<file path="config.mk">
export PLATFORM = sky130hd
export DESIGN_NAME = line_point_stepper_3d_top_flat
export DESIGN_NICKNAME = d
export VERILOG_FILES = /design/src/lps3_pkg.sv /design/src/lps3_if.sv /design/src/lps3_cfg.sv /design/src/lps3_walk.sv /design/src/line_point_stepper_3d_top.sv /design/src/flat_wrapper.sv
export SDC_FILE = /design/constraint.sdc
export NUM_CORES = 1
export LEC_CHECK = 0
export BUFFER_PORTS_ARGS = -buffer_cell sky130_fd_sc_hd__buf_2
export CAP_MARGIN = 10
export CORE_MARGIN = 2
export CORE_UTILIZATION = 46
export DETAILED_ROUTE_END_ITERATION = 10
export PLACE_DENSITY = 0.67
export SLEW_MARGIN = 20
export SYNTH_ARGS = -nofsm -noshare
export SYNTH_HDL_FRONTEND = slang
export SYNTH_SLANG_ARGS = --single-unit
</file>
<file path="constraint.sdc">
create_clock -name clk_i -period 6.85 [get_ports clk_i]
set_input_delay 0.685 -clock clk_i [delete_from_list [all_inputs] [get_ports clk_i]]
set_output_delay 0.685 -clock clk_i [all_outputs]
set_load 0.02 [all_outputs]
</file>
<file path="src/lps3_pkg.sv">
package lps3_pkg;

  localparam int COORD_BITS_DEF = 16;
  localparam int DEPTH_BITS_DEF = 16;

  localparam int FRAME_BITS = 13;
  localparam int APB_AW     = 3;
  localparam int APB_DW     = 32;

  localparam logic [FRAME_BITS-1:0] FRAME_WIDTH_RST  = 13'd640;
  localparam logic [FRAME_BITS-1:0] FRAME_HEIGHT_RST = 13'd480;

  localparam logic REG_FRAME_WIDTH  = 1'b0;
  localparam logic REG_FRAME_HEIGHT = 1'b1;

  localparam logic FUNC_LOAD = 1'b0;
  localparam logic FUNC_STEP = 1'b1;

  typedef enum logic [1:0] {
    AXIS_X = 2'd0,
    AXIS_Y = 2'd1,
    AXIS_Z = 2'd2
  } axis_e;

  typedef struct packed {
    logic [FRAME_BITS-1:0] frame_width;
    logic [FRAME_BITS-1:0] frame_height;
  } cfg_t;

  typedef struct packed {
    logic line_active;
    logic emit;
  } walk_sts_t;

endpackage

</file>
<file path="src/lps3_if.sv">
interface lps3_in_if #(
  parameter int COORD_BITS = lps3_pkg::COORD_BITS_DEF,
  parameter int DEPTH_BITS = lps3_pkg::DEPTH_BITS_DEF
) ();
  logic                         valid;
  logic                         ready;
  logic                         func;
  logic signed [COORD_BITS-1:0] start_x;
  logic signed [COORD_BITS-1:0] start_y;
  logic signed [DEPTH_BITS-1:0] start_z;
  logic signed [COORD_BITS-1:0] end_x;
  logic signed [COORD_BITS-1:0] end_y;
  logic signed [DEPTH_BITS-1:0] end_z;

  modport source (
    output valid, func, start_x, start_y, start_z, end_x, end_y, end_z,
    input  ready
  );
  modport sink (
    input  valid, func, start_x, start_y, start_z, end_x, end_y, end_z,
    output ready
  );
endinterface

interface lps3_out_if #(
  parameter int COORD_BITS = lps3_pkg::COORD_BITS_DEF,
  parameter int DEPTH_BITS = lps3_pkg::DEPTH_BITS_DEF
) ();
  logic                         valid;
  logic                         ready;
  logic signed [COORD_BITS-1:0] point_x;
  logic signed [COORD_BITS-1:0] point_y;
  logic signed [DEPTH_BITS-1:0] point_z;
  logic                         visible;
  logic                         last;

  modport source (
    output valid, point_x, point_y, point_z, visible, last,
    input  ready
  );
  modport sink (
    input  valid, point_x, point_y, point_z, visible, last,
    output ready
  );
endinterface

</file>
<file path="src/lps3_cfg.sv">
module lps3_cfg (
  input  logic                          clk_i,
  input  logic                          rst_ni,
  input  logic                          psel,
  input  logic                          penable,
  input  logic                          pwrite,
  input  logic [lps3_pkg::APB_AW-1:0]   paddr,
  input  logic [lps3_pkg::APB_DW-1:0]   pwdata,
  output logic [lps3_pkg::APB_DW-1:0]   prdata,
  output logic                          pready,
  output lps3_pkg::cfg_t                cfg_o
);

  logic [lps3_pkg::FRAME_BITS-1:0] frame_width_q, frame_width_d;
  logic [lps3_pkg::FRAME_BITS-1:0] frame_height_q, frame_height_d;
  logic                            wr_en;

  assign pready = 1'b1;
  assign wr_en  = psel & penable & pwrite;

  always_comb begin
    frame_width_d  = frame_width_q;
    frame_height_d = frame_height_q;
    prdata         = '0;
    case (paddr[2])
      lps3_pkg::REG_FRAME_WIDTH: begin
        prdata = lps3_pkg::APB_DW'(frame_width_q);
        if (wr_en) begin
          frame_width_d = pwdata[lps3_pkg::FRAME_BITS-1:0];
        end
      end
      lps3_pkg::REG_FRAME_HEIGHT: begin
        prdata = lps3_pkg::APB_DW'(frame_height_q);
        if (wr_en) begin
          frame_height_d = pwdata[lps3_pkg::FRAME_BITS-1:0];
        end
      end
      default: begin
        prdata = '0;
      end
    endcase
  end

  always_ff @(posedge clk_i or negedge rst_ni) begin
    if (!rst_ni) begin
      frame_width_q  <= lps3_pkg::FRAME_WIDTH_RST;
      frame_height_q <= lps3_pkg::FRAME_HEIGHT_RST;
    end else begin
      frame_width_q  <= frame_width_d;
      frame_height_q <= frame_height_d;
    end
  end

  assign cfg_o.frame_width  = frame_width_q;
  assign cfg_o.frame_height = frame_height_q;

endmodule

</file>
<file path="src/lps3_walk.sv">
module lps3_walk #(
  parameter int COORD_BITS = lps3_pkg::COORD_BITS_DEF,
  parameter int DEPTH_BITS = lps3_pkg::DEPTH_BITS_DEF
) (
  input  logic                         clk_i,
  input  logic                         rst_ni,
  input  logic                         acc_i,
  input  logic                         func_i,
  input  logic signed [COORD_BITS-1:0] start_x_i,
  input  logic signed [COORD_BITS-1:0] start_y_i,
  input  logic signed [DEPTH_BITS-1:0] start_z_i,
  input  logic signed [COORD_BITS-1:0] end_x_i,
  input  logic signed [COORD_BITS-1:0] end_y_i,
  input  logic signed [DEPTH_BITS-1:0] end_z_i,
  input  lps3_pkg::cfg_t               cfg_i,
  output lps3_pkg::walk_sts_t          sts_o,
  output logic signed [COORD_BITS-1:0] point_x_o,
  output logic signed [COORD_BITS-1:0] point_y_o,
  output logic signed [DEPTH_BITS-1:0] point_z_o,
  output logic                         visible_o,
  output logic                         last_o
);

  localparam int W  = (COORD_BITS > DEPTH_BITS) ? COORD_BITS : DEPTH_BITS;
  localparam int DW = W + 1;
  localparam int AW = W;
  localparam int TW = W + 1;
  localparam int EW = W + 3;
  localparam int VW = (COORD_BITS > lps3_pkg::FRAME_BITS) ? COORD_BITS
                                                           : lps3_pkg::FRAME_BITS;

  logic signed [COORD_BITS-1:0] cur_x_q, cur_x_d;
  logic signed [COORD_BITS-1:0] cur_y_q, cur_y_d;
  logic signed [DEPTH_BITS-1:0] cur_z_q, cur_z_d;
  logic signed [EW-1:0]         err_a_q, err_a_d;
  logic signed [EW-1:0]         err_b_q, err_b_d;
  logic [TW-1:0]                twice_dx_q, twice_dx_d;
  logic [TW-1:0]                twice_dy_q, twice_dy_d;
  logic [TW-1:0]                twice_dz_q, twice_dz_d;
  logic [2:0]                   signs_q, signs_d;
  lps3_pkg::axis_e              major_q, major_d;
  logic [AW-1:0]                steps_q, steps_d;
  logic                         active_q, active_d;

  // line setup
  logic signed [DW-1:0] dx, dy, dz;
  logic [AW-1:0]        ax, ay, az;
  logic [TW-1:0]        tx, ty, tz;

  // stepping
  logic [TW-1:0]        t_maj, t_a, t_b;
  logic                 pos_a, pos_b;
  logic signed [EW-1:0] err_a_nx, err_b_nx;
  logic                 mv_x, mv_y, mv_z;
  logic                 last;

  always_comb begin
    dx = DW'(end_x_i) - DW'(start_x_i);
    dy = DW'(end_y_i) - DW'(start_y_i);
    dz = DW'(end_z_i) - DW'(start_z_i);
    ax = dx[DW-1] ? AW'(-dx) : AW'(dx);
    ay = dy[DW-1] ? AW'(-dy) : AW'(dy);
    az = dz[DW-1] ? AW'(-dz) : AW'(dz);
    tx = {ax, 1'b0};
    ty = {ay, 1'b0};
    tz = {az, 1'b0};
  end

  always_comb begin
    case (major_q)
      lps3_pkg::AXIS_X: begin
        t_maj = twice_dx_q;
        t_a   = twice_dy_q;
        t_b   = twice_dz_q;
      end
      lps3_pkg::AXIS_Y: begin
        t_maj = twice_dy_q;
        t_a   = twice_dx_q;
        t_b   = twice_dz_q;
      end
      lps3_pkg::AXIS_Z: begin
        t_maj = twice_dz_q;
        t_a   = twice_dy_q;
        t_b   = twice_dx_q;
      end
      default: begin
        t_maj = twice_dx_q;
        t_a   = twice_dy_q;
        t_b   = twice_dz_q;
      end
    endcase
    pos_a    = !err_a_q[EW-1] && (err_a_q != '0);
    pos_b    = !err_b_q[EW-1] && (err_b_q != '0);
    err_a_nx = err_a_q - (pos_a ? $signed(EW'(t_maj)) : '0) + $signed(EW'(t_a));
    err_b_nx = err_b_q - (pos_b ? $signed(EW'(t_maj)) : '0) + $signed(EW'(t_b));
    mv_x = (major_q == lps3_pkg::AXIS_X) ||
           ((major_q == lps3_pkg::AXIS_Y) && pos_a) ||
           ((major_q == lps3_pkg::AXIS_Z) && pos_b);
    mv_y = (major_q == lps3_pkg::AXIS_Y) ||
           ((major_q == lps3_pkg::AXIS_X) && pos_a) ||
           ((major_q == lps3_pkg::AXIS_Z) && pos_a);
    mv_z = (major_q == lps3_pkg::AXIS_Z) ||
           ((major_q == lps3_pkg::AXIS_X) && pos_b) ||
           ((major_q == lps3_pkg::AXIS_Y) && pos_b);
    last = (steps_q == '0);
  end

  always_comb begin
    cur_x_d    = cur_x_q;
    cur_y_d    = cur_y_q;
    cur_z_d    = cur_z_q;
    err_a_d    = err_a_q;
    err_b_d    = err_b_q;
    twice_dx_d = twice_dx_q;
    twice_dy_d = twice_dy_q;
    twice_dz_d = twice_dz_q;
    signs_d    = signs_q;
    major_d    = major_q;
    steps_d    = steps_q;
    active_d   = active_q;
    if (acc_i && (func_i == lps3_pkg::FUNC_LOAD)) begin
      cur_x_d    = start_x_i;
      cur_y_d    = start_y_i;
      cur_z_d    = start_z_i;
      twice_dx_d = tx;
      twice_dy_d = ty;
      twice_dz_d = tz;
      signs_d    = {dz[DW-1], dy[DW-1], dx[DW-1]};
      active_d   = 1'b1;
      if ((ax >= ay) && (ax >= az)) begin
        major_d = lps3_pkg::AXIS_X;
        err_a_d = $signed(EW'(ty)) - $signed(EW'(ax));
        err_b_d = $signed(EW'(tz)) - $signed(EW'(ax));
        steps_d = ax;
      end else if (ay >= az) begin
        major_d = lps3_pkg::AXIS_Y;
        err_a_d = $signed(EW'(tx)) - $signed(EW'(ay));
        err_b_d = $signed(EW'(tz)) - $signed(EW'(ay));
        steps_d = ay;
      end else begin
        major_d = lps3_pkg::AXIS_Z;
        err_a_d = $signed(EW'(ty)) - $signed(EW'(az));
        err_b_d = $signed(EW'(tx)) - $signed(EW'(az));
        steps_d = az;
      end
    end else if (acc_i && active_q) begin
      if (last) begin
        active_d = 1'b0;
      end else begin
        err_a_d = err_a_nx;
        err_b_d = err_b_nx;
        steps_d = steps_q - AW'(1);
        if (mv_x) begin
          cur_x_d = cur_x_q + {{(COORD_BITS-1){signs_q[0]}}, 1'b1};
        end
        if (mv_y) begin
          cur_y_d = cur_y_q + {{(COORD_BITS-1){signs_q[1]}}, 1'b1};
        end
        if (mv_z) begin
          cur_z_d = cur_z_q + {{(DEPTH_BITS-1){signs_q[2]}}, 1'b1};
        end
      end
    end
  end

  always_ff @(posedge clk_i or negedge rst_ni) begin
    if (!rst_ni) begin
      cur_x_q    <= '0;
      cur_y_q    <= '0;
      cur_z_q    <= '0;
      err_a_q    <= '0;
      err_b_q    <= '0;
      twice_dx_q <= '0;
      twice_dy_q <= '0;
      twice_dz_q <= '0;
      signs_q    <= '0;
      major_q    <= lps3_pkg::AXIS_X;
      steps_q    <= '0;
      active_q   <= 1'b0;
    end else begin
      cur_x_q    <= cur_x_d;
      cur_y_q    <= cur_y_d;
      cur_z_q    <= cur_z_d;
      err_a_q    <= err_a_d;
      err_b_q    <= err_b_d;
      twice_dx_q <= twice_dx_d;
      twice_dy_q <= twice_dy_d;
      twice_dz_q <= twice_dz_d;
      signs_q    <= signs_d;
      major_q    <= major_d;
      steps_q    <= steps_d;
      active_q   <= active_d;
    end
  end

  assign sts_o.line_active = active_q;
  assign sts_o.emit        = active_q && (func_i == lps3_pkg::FUNC_STEP);

  assign point_x_o = cur_x_q;
  assign point_y_o = cur_y_q;
  assign point_z_o = cur_z_q;
  assign last_o    = last;
  assign visible_o = !cur_x_q[COORD_BITS-1] && !cur_y_q[COORD_BITS-1] &&
                     (VW'($unsigned(cur_x_q)) < VW'(cfg_i.frame_width)) &&
                     (VW'($unsigned(cur_y_q)) < VW'(cfg_i.frame_height));

endmodule

</file>
<file path="src/line_point_stepper_3d_top.sv">
// 3d line walker: a load word sets up a line, each step word gives one point
// a step word's point is captured in the output register when the word is accepted
// throughput: one word per cycle while the output register is not held by a stalled sink
// load words and step words with no line give no result
// reset: no line active, frame 640 x 480, output register empty
module line_point_stepper_3d_top #(
  parameter int COORD_BITS = lps3_pkg::COORD_BITS_DEF,
  parameter int DEPTH_BITS = lps3_pkg::DEPTH_BITS_DEF
) (
  input  logic                        clk_i,
  input  logic                        rst_ni,
  lps3_in_if.sink                     in_i,
  lps3_out_if.source                  out_o,
  input  logic                        psel,
  input  logic                        penable,
  input  logic                        pwrite,
  input  logic [lps3_pkg::APB_AW-1:0] paddr,
  input  logic [lps3_pkg::APB_DW-1:0] pwdata,
  output logic [lps3_pkg::APB_DW-1:0] prdata,
  output logic                        pready
);

  lps3_pkg::cfg_t      cfg;
  lps3_pkg::walk_sts_t sts;

  logic                         acc;
  logic                         out_valid_q, out_valid_d;
  logic signed [COORD_BITS-1:0] pt_x, pt_y;
  logic signed [DEPTH_BITS-1:0] pt_z;
  logic                         pt_vis, pt_last;
  logic signed [COORD_BITS-1:0] point_x_q;
  logic signed [COORD_BITS-1:0] point_y_q;
  logic signed [DEPTH_BITS-1:0] point_z_q;
  logic                         visible_q;
  logic                         last_q;

  lps3_cfg u_cfg (
    .clk_i   (clk_i),
    .rst_ni  (rst_ni),
    .psel    (psel),
    .penable (penable),
    .pwrite  (pwrite),
    .paddr   (paddr),
    .pwdata  (pwdata),
    .prdata  (prdata),
    .pready  (pready),
    .cfg_o   (cfg)
  );

  lps3_walk #(
    .COORD_BITS (COORD_BITS),
    .DEPTH_BITS (DEPTH_BITS)
  ) u_walk (
    .clk_i     (clk_i),
    .rst_ni    (rst_ni),
    .acc_i     (acc),
    .func_i    (in_i.func),
    .start_x_i (in_i.start_x),
    .start_y_i (in_i.start_y),
    .start_z_i (in_i.start_z),
    .end_x_i   (in_i.end_x),
    .end_y_i   (in_i.end_y),
    .end_z_i   (in_i.end_z),
    .cfg_i     (cfg),
    .sts_o     (sts),
    .point_x_o (pt_x),
    .point_y_o (pt_y),
    .point_z_o (pt_z),
    .visible_o (pt_vis),
    .last_o    (pt_last)
  );

  // output register frees up in the cycle its word is taken
  assign in_i.ready = !out_valid_q || out_o.ready;
  assign acc        = in_i.valid && in_i.ready;

  always_comb begin
    out_valid_d = out_valid_q;
    if (acc && sts.emit) begin
      out_valid_d = 1'b1;
    end else if (out_o.ready) begin
      out_valid_d = 1'b0;
    end
  end

  always_ff @(posedge clk_i or negedge rst_ni) begin
    if (!rst_ni) begin
      out_valid_q <= 1'b0;
    end else begin
      out_valid_q <= out_valid_d;
    end
  end

  always_ff @(posedge clk_i) begin
    if (acc && sts.emit) begin
      point_x_q <= pt_x;
      point_y_q <= pt_y;
      point_z_q <= pt_z;
      visible_q <= pt_vis;
      last_q    <= pt_last;
    end
  end

  assign out_o.valid   = out_valid_q;
  assign out_o.point_x = point_x_q;
  assign out_o.point_y = point_y_q;
  assign out_o.point_z = point_z_q;
  assign out_o.visible = visible_q;
  assign out_o.last    = last_q;

  a_load_starts_line : assert property (@(posedge clk_i) disable iff (!rst_ni)
    (acc && (in_i.func == lps3_pkg::FUNC_LOAD)) |=> sts.line_active)
    else $error("load word did not start a line");

  a_last_ends_line : assert property (@(posedge clk_i) disable iff (!rst_ni)
    (acc && sts.emit && pt_last) |=> !sts.line_active)
    else $error("line still active after its last point");

  a_emit_fills_out : assert property (@(posedge clk_i) disable iff (!rst_ni)
    (acc && sts.emit) |=> out_valid_q)
    else $error("emitted point not held in output register");

  a_no_emit_idle : assert property (@(posedge clk_i) disable iff (!rst_ni)
    sts.emit |-> sts.line_active)
    else $error("point emitted with no line active");

endmodule
</file>
<file path="src/flat_wrapper.sv">
// flat-port wrapper written by rule: the top's interface ports become plain ports
module line_point_stepper_3d_top_flat 
#(
  parameter int COORD_BITS = lps3_pkg::COORD_BITS_DEF,
  parameter int DEPTH_BITS = lps3_pkg::DEPTH_BITS_DEF
)
  (clk_i, rst_ni, psel, penable, pwrite, paddr, pwdata, prdata, pready, in_i_valid, in_i_func, in_i_start_x, in_i_start_y, in_i_start_z, in_i_end_x, in_i_end_y, in_i_end_z, in_i_ready, out_o_valid, out_o_point_x, out_o_point_y, out_o_point_z, out_o_visible, out_o_last, out_o_ready);
  lps3_in_if #(.COORD_BITS(COORD_BITS), .DEPTH_BITS(DEPTH_BITS)) in_i_i ();
  lps3_out_if #(.COORD_BITS(COORD_BITS), .DEPTH_BITS(DEPTH_BITS)) out_o_i ();
  input  logic clk_i;
  input  logic rst_ni;
  input  logic psel;
  input  logic penable;
  input  logic pwrite;
  input  logic [lps3_pkg::APB_AW-1:0] paddr;
  input  logic [lps3_pkg::APB_DW-1:0] pwdata;
  output logic [lps3_pkg::APB_DW-1:0] prdata;
  output logic pready;
  input wire logic [$bits(in_i_i.valid)-1:0] in_i_valid;
  input wire logic [$bits(in_i_i.func)-1:0] in_i_func;
  input wire logic [$bits(in_i_i.start_x)-1:0] in_i_start_x;
  input wire logic [$bits(in_i_i.start_y)-1:0] in_i_start_y;
  input wire logic [$bits(in_i_i.start_z)-1:0] in_i_start_z;
  input wire logic [$bits(in_i_i.end_x)-1:0] in_i_end_x;
  input wire logic [$bits(in_i_i.end_y)-1:0] in_i_end_y;
  input wire logic [$bits(in_i_i.end_z)-1:0] in_i_end_z;
  output wire logic [$bits(in_i_i.ready)-1:0] in_i_ready;
  output wire logic [$bits(out_o_i.valid)-1:0] out_o_valid;
  output wire logic [$bits(out_o_i.point_x)-1:0] out_o_point_x;
  output wire logic [$bits(out_o_i.point_y)-1:0] out_o_point_y;
  output wire logic [$bits(out_o_i.point_z)-1:0] out_o_point_z;
  output wire logic [$bits(out_o_i.visible)-1:0] out_o_visible;
  output wire logic [$bits(out_o_i.last)-1:0] out_o_last;
  input wire logic [$bits(out_o_i.ready)-1:0] out_o_ready;
  assign in_i_i.valid = in_i_valid;
  assign in_i_i.func = in_i_func;
  assign in_i_i.start_x = in_i_start_x;
  assign in_i_i.start_y = in_i_start_y;
  assign in_i_i.start_z = in_i_start_z;
  assign in_i_i.end_x = in_i_end_x;
  assign in_i_i.end_y = in_i_end_y;
  assign in_i_i.end_z = in_i_end_z;
  assign in_i_ready = in_i_i.ready;
  assign out_o_valid = out_o_i.valid;
  assign out_o_point_x = out_o_i.point_x;
  assign out_o_point_y = out_o_i.point_y;
  assign out_o_point_z = out_o_i.point_z;
  assign out_o_visible = out_o_i.visible;
  assign out_o_last = out_o_i.last;
  assign out_o_i.ready = out_o_ready;
  line_point_stepper_3d_top #(.COORD_BITS(COORD_BITS), .DEPTH_BITS(DEPTH_BITS)) u_core (.clk_i(clk_i), .rst_ni(rst_ni), .in_i(in_i_i), .out_o(out_o_i), .psel(psel), .penable(penable), .pwrite(pwrite), .paddr(paddr), .pwdata(pwdata), .prdata(prdata), .pready(pready));
endmodule
</file>
==> summary.txt <==
Outcome
  – Status: completed

Timing
  – Hold_ws: roughly 0.15 ns
  – Fin. max-slew vios: 0
  – Relative slew margins: 38.4%
  – Min Tclk post-route: 6.13 ns
  – FMAX: 163 MHz
  – Actual slew at the worst max-slew pin: 0.920 ns
  – Setup violators final: 0
  – Hold Fails Final Rpt: 0
  – Setup TNS: 0 ns
  – RSZ-0062 raised after global routing: no
  – Clk_skew: 0.0160 ns
  – Period utilization: between 80% and 90%

Worst setup path
  – R2R setup slack: around 1.3 ns
  – CP Launch Type: input port
  – CP Class: input port to flip-flop
  – Crit path DAT: 6.58 ns
  – RR Endpoint: u_core.u_walk.err_a_q[17]
  – Worst setup EP type: flip-flop
  – Critical path peak fanout: 6
  – Reg2Reg Depth: 24
  – Reg2reg start: u_core.u_walk.major_q[1]
  – CP required: ~7.3 ns

Clock tree
  – CTS tree: done
  – Inserted Clock Buffers: 28
  – CTS Hold Buffers Added: 0
  – Worst-path clk slew: 0.06 ns
  – Clock latency on the worst-skew pair: 0.58 ns
  – Root Buffer: clkbuf_16
  – CTS sink count: about 230
  – CTS max path bufs: 3
  – # H-tree levels: 1
  – Setup Buffers After CTS: 0
  – Post-cts sizing count: 0

Synthesis
  – Yosys reg bits: 232
  – Post-synth EDFFs: 50
  – Synthesized netlist cell count: just over 3k
  – Yosys warns: 0
  – Synth async-reset ratio: 78.4%
  – Syn avg cell area: between 8 and 9 um^2
  – Syn Std Cell Area: 24800 um^2
  – Seq/Total Area, Yosys: 24.5%
  – Top FF cell, synth: dfrtp_1
  – Distinct cells, synth: 104

Floorplanning
  – Die width: ~240 um
  – Core area: 53500 um^2
  – Row cnt: 85
  – Starting Density: 46.3%
  – Top-Level Pins: about 220
  – Die Ht: roughly 240 um
  – DIE AREA: around 56000 um^2

Power and ir drop
  – Pwr dens: 589 nW/um^2
  – Max VDD drop: 0.000279 V
  – Total power: between 15 and 20 mW
  – Static leakage: 13.0 nW

GRT
  – Gr usage total: 26.4%
  – GRT overflow: 0
  – First-pass GRT wire length: 119000 um
  – Initial antenna violation count: 3
  – Largest net degree at the start of global routing: 108
  – Vias in the first global route: 22.2k

Layout
  – Util after Layout: a little over half
  – Register area: 6060 um^2
  – Fillers: about 5.0k
  – Post-route cell area: 28100 um^2
  – Syn-to-layout area delta: 13.3%
  – Share of cells above drive strength 1: between 10% and 20%
  – # nets final: 3702
  – Multi-input combinational cell area: around 17000 um^2

Detailed routing
  – DRT iter0 DRCs: 1745
  – Post-Route WL: 74400 um
  – Residual DRC count: 0
  – Vias/cell: 5.70
  – DRT Pass-1 Iters: 7
  – Routed vias: 22.6k
  – Wirelength per Cell: about 19 um
  – Antenna viol nets, final: 0

Placed design
  – Area post-placement: 27100 um^2
  – Final Wtd Congestion: approximately 0.95
  – DP HPWL: 59100 um
  – PortBufs: 182

Worst hold path
  – Hold Crit Class: input port to asynchronous set/reset pin

Flow run
  – Maxcap violations: 0
==> cell families after synthesis <==
family	synth area share, %
adders and majority gates	17.9
and+or+nand+nor	15.6
xor gates and xnor gates	8.20
muxes	3.09
buffers and inverters	7.17
DFF	24.5
AOI/OAI and AO/OA	23.5
other	0.0303
==> area by class of cell <==
class | instances | share of cell area (%)
repair buffers | 310 | 6.97
well taps | 696 | 3.10
inverters | 306 | 4.09
multi-input cells | 2376 | 60.7
diodes | 1 | 0.00892
clock buffers | 35 | 2.70
clock inverters | 16 | 0.802
flip-flops and latches | 232 | 21.6
==> metal layers <==
metal | global-route usage [%] | vias up | part of all wire, %
met2 | 43.9 | 641 | 46
met1 | 36.5 | 10800 | 45
li1 | - | 11100 | -
met5 | 0 | - | 0.035
met4 | 6.72 | 4 | 2.5
met3 | 2.96 | 98 | 6.3
==> registers in the layout, summed over array words and instances, names as in the netlist, 13 cells and up <==
register / count
u_core.out_o.point_z: 16
u_core.u_walk.point_z_o: 16
u_core.out_o.point_y: 16
u_core.u_walk.point_x_o: 16
u_core.u_walk.err_b_q: 18
u_core.u_walk.err_a_q: 19
u_core.u_walk.twice_dy_q: 16
u_core.u_cfg.frame_height_q: 13
u_core.u_walk.twice_dz_q: 16
u_core.u_cfg.frame_width_q: 13
u_core.u_walk.twice_dx_q: 16
u_core.out_o.point_x: 16
u_core.u_walk.point_y_o: 16
u_core.u_walk.steps_q: 16
==> worst max-delay path: stages <==
cell	delay, ns
buf_2	0.08
inv_1	0.04
ha_1	0.24
fa_1	0.43
nand2b_1	0.20
a21o_1	0.23
o31ai_1	0.27
buf_4	0.18
o311ai_2	0.11
nand2_1	0.23
o21a_1	0.18
inv_1	0.06
ha_1	0.27
a21o_1	0.18
a21oi_1	0.24
o21bai_1	0.10
a21oi_1	0.21
o21ai_0	0.19
a31o_2	0.33
nor3_1	0.19
o41ai_2	0.13
maj3_2	0.33
maj3_2	0.36
maj3_2	0.33
a211oi_2	0.21
nor3_1	0.11
a2111oi_2	0.38
nor2_1	0.09
==> cell usage in the layout (no fill, tap or decap), types with 19 or more instances in the layout <==
master     instances
xor2_1            63
mux2i_1           45
a21oi_1          191
nand2_1          286
nor2_1           258
buf_4            122
mux2_2            27
and3_1            20
clkbuf_16         29
o21ai_0          217
ha_1             263
edfxtp_1          50
nand3_1           34
fa_1              46
a31oi_1           53
nor3_1            55
conb_1            20
a22oi_1           19
and2_1            19
o21bai_1          30
dfrtp_1          176
o21ai_1           34
o21a_1            33
nor2b_1           31
buf_2            181
inv_1            295
xnor2_1          151
o211ai_1          45
a21o_1            65
or3_1             24
a211oi_1          52
nand2b_1          37
==> power breakdown <==
group	internal (mW)	leakage (nW)	total, mW	switching (mW)
Clock	0.972	0.473	1.62	0.643
Combinational	5.28	9.96	12.4	7.16
Sequential	1.96	2.60	2.47	0.507
==> worst max path at each step <==
stage | startpoint | to | slack (ns)
2_1_floorplan | in_i_end_z[0] | u_core.u_walk.err_a_q[15] | 0.48
3_3_place_gp | in_i_end_z[0] | u_core.u_walk.err_a_q[15] | 0.21
3_5_place_dp | in_i_end_z[0] | u_core.u_walk.err_a_q[15] | 0.20
4_1_cts | in_i_end_z[0] | u_core.u_walk.err_a_q[15] | 0.78
5_1_grt | in_i_end_z[0] | u_core.u_walk.err_a_q[15] | 0.20
6_report | in_i_end_z[0] | u_core.u_walk.err_a_q[15] | 0.72
==> metrics by stage <==
step,instances,worst slack (ns)
3_5_place_dp,3920,0.197
3_3_place_gp,3920,0.212
5_1_grt,3972,0.201
4_1_cts,3971,0.784
2_1_floorplan,3041,0.484
6_report,3972,0.720
==> synth_stat cells, drive strengths merged, types with 12 or more instances <==
| master | n | area (um^2) |
|---|---|---|
| inv | 303 | 1140 |
| nand2 | 288 | 1090 |
| ha | 263 | 3290 |
| nor2 | 260 | 992 |
| o21ai | 254 | 1270 |
| a21oi | 193 | 973 |
| dfrtp | 176 | 4400 |
| xnor2 | 154 | 1370 |
| clkbuf | 76 | 287 |
| xor2 | 69 | 661 |
| a21o | 66 | 497 |
| a211oi | 59 | 478 |
| nor3 | 56 | 285 |
| a31oi | 53 | 332 |
| buf | 51 | 342 |
| edfxtp | 50 | 1500 |
| o211ai | 47 | 363 |
| fa | 46 | 921 |
| mux2i | 45 | 450 |
| nand2b | 38 | 238 |
| nand3 | 35 | 175 |
| o21a | 33 | 248 |
| nor2b | 31 | 194 |
| o21bai | 30 | 225 |
| mux2 | 28 | 315 |
| or3 | 24 | 150 |
| maj3 | 22 | 236 |
| a21boi | 20 | 154 |
| and3 | 20 | 125 |
| a22oi | 19 | 143 |
| and2 | 19 | 119 |
| nor4 | 16 | 106 |
| nand4 | 12 | 81.3 |
Note: power is estimated with default switching activity, not from simulation.
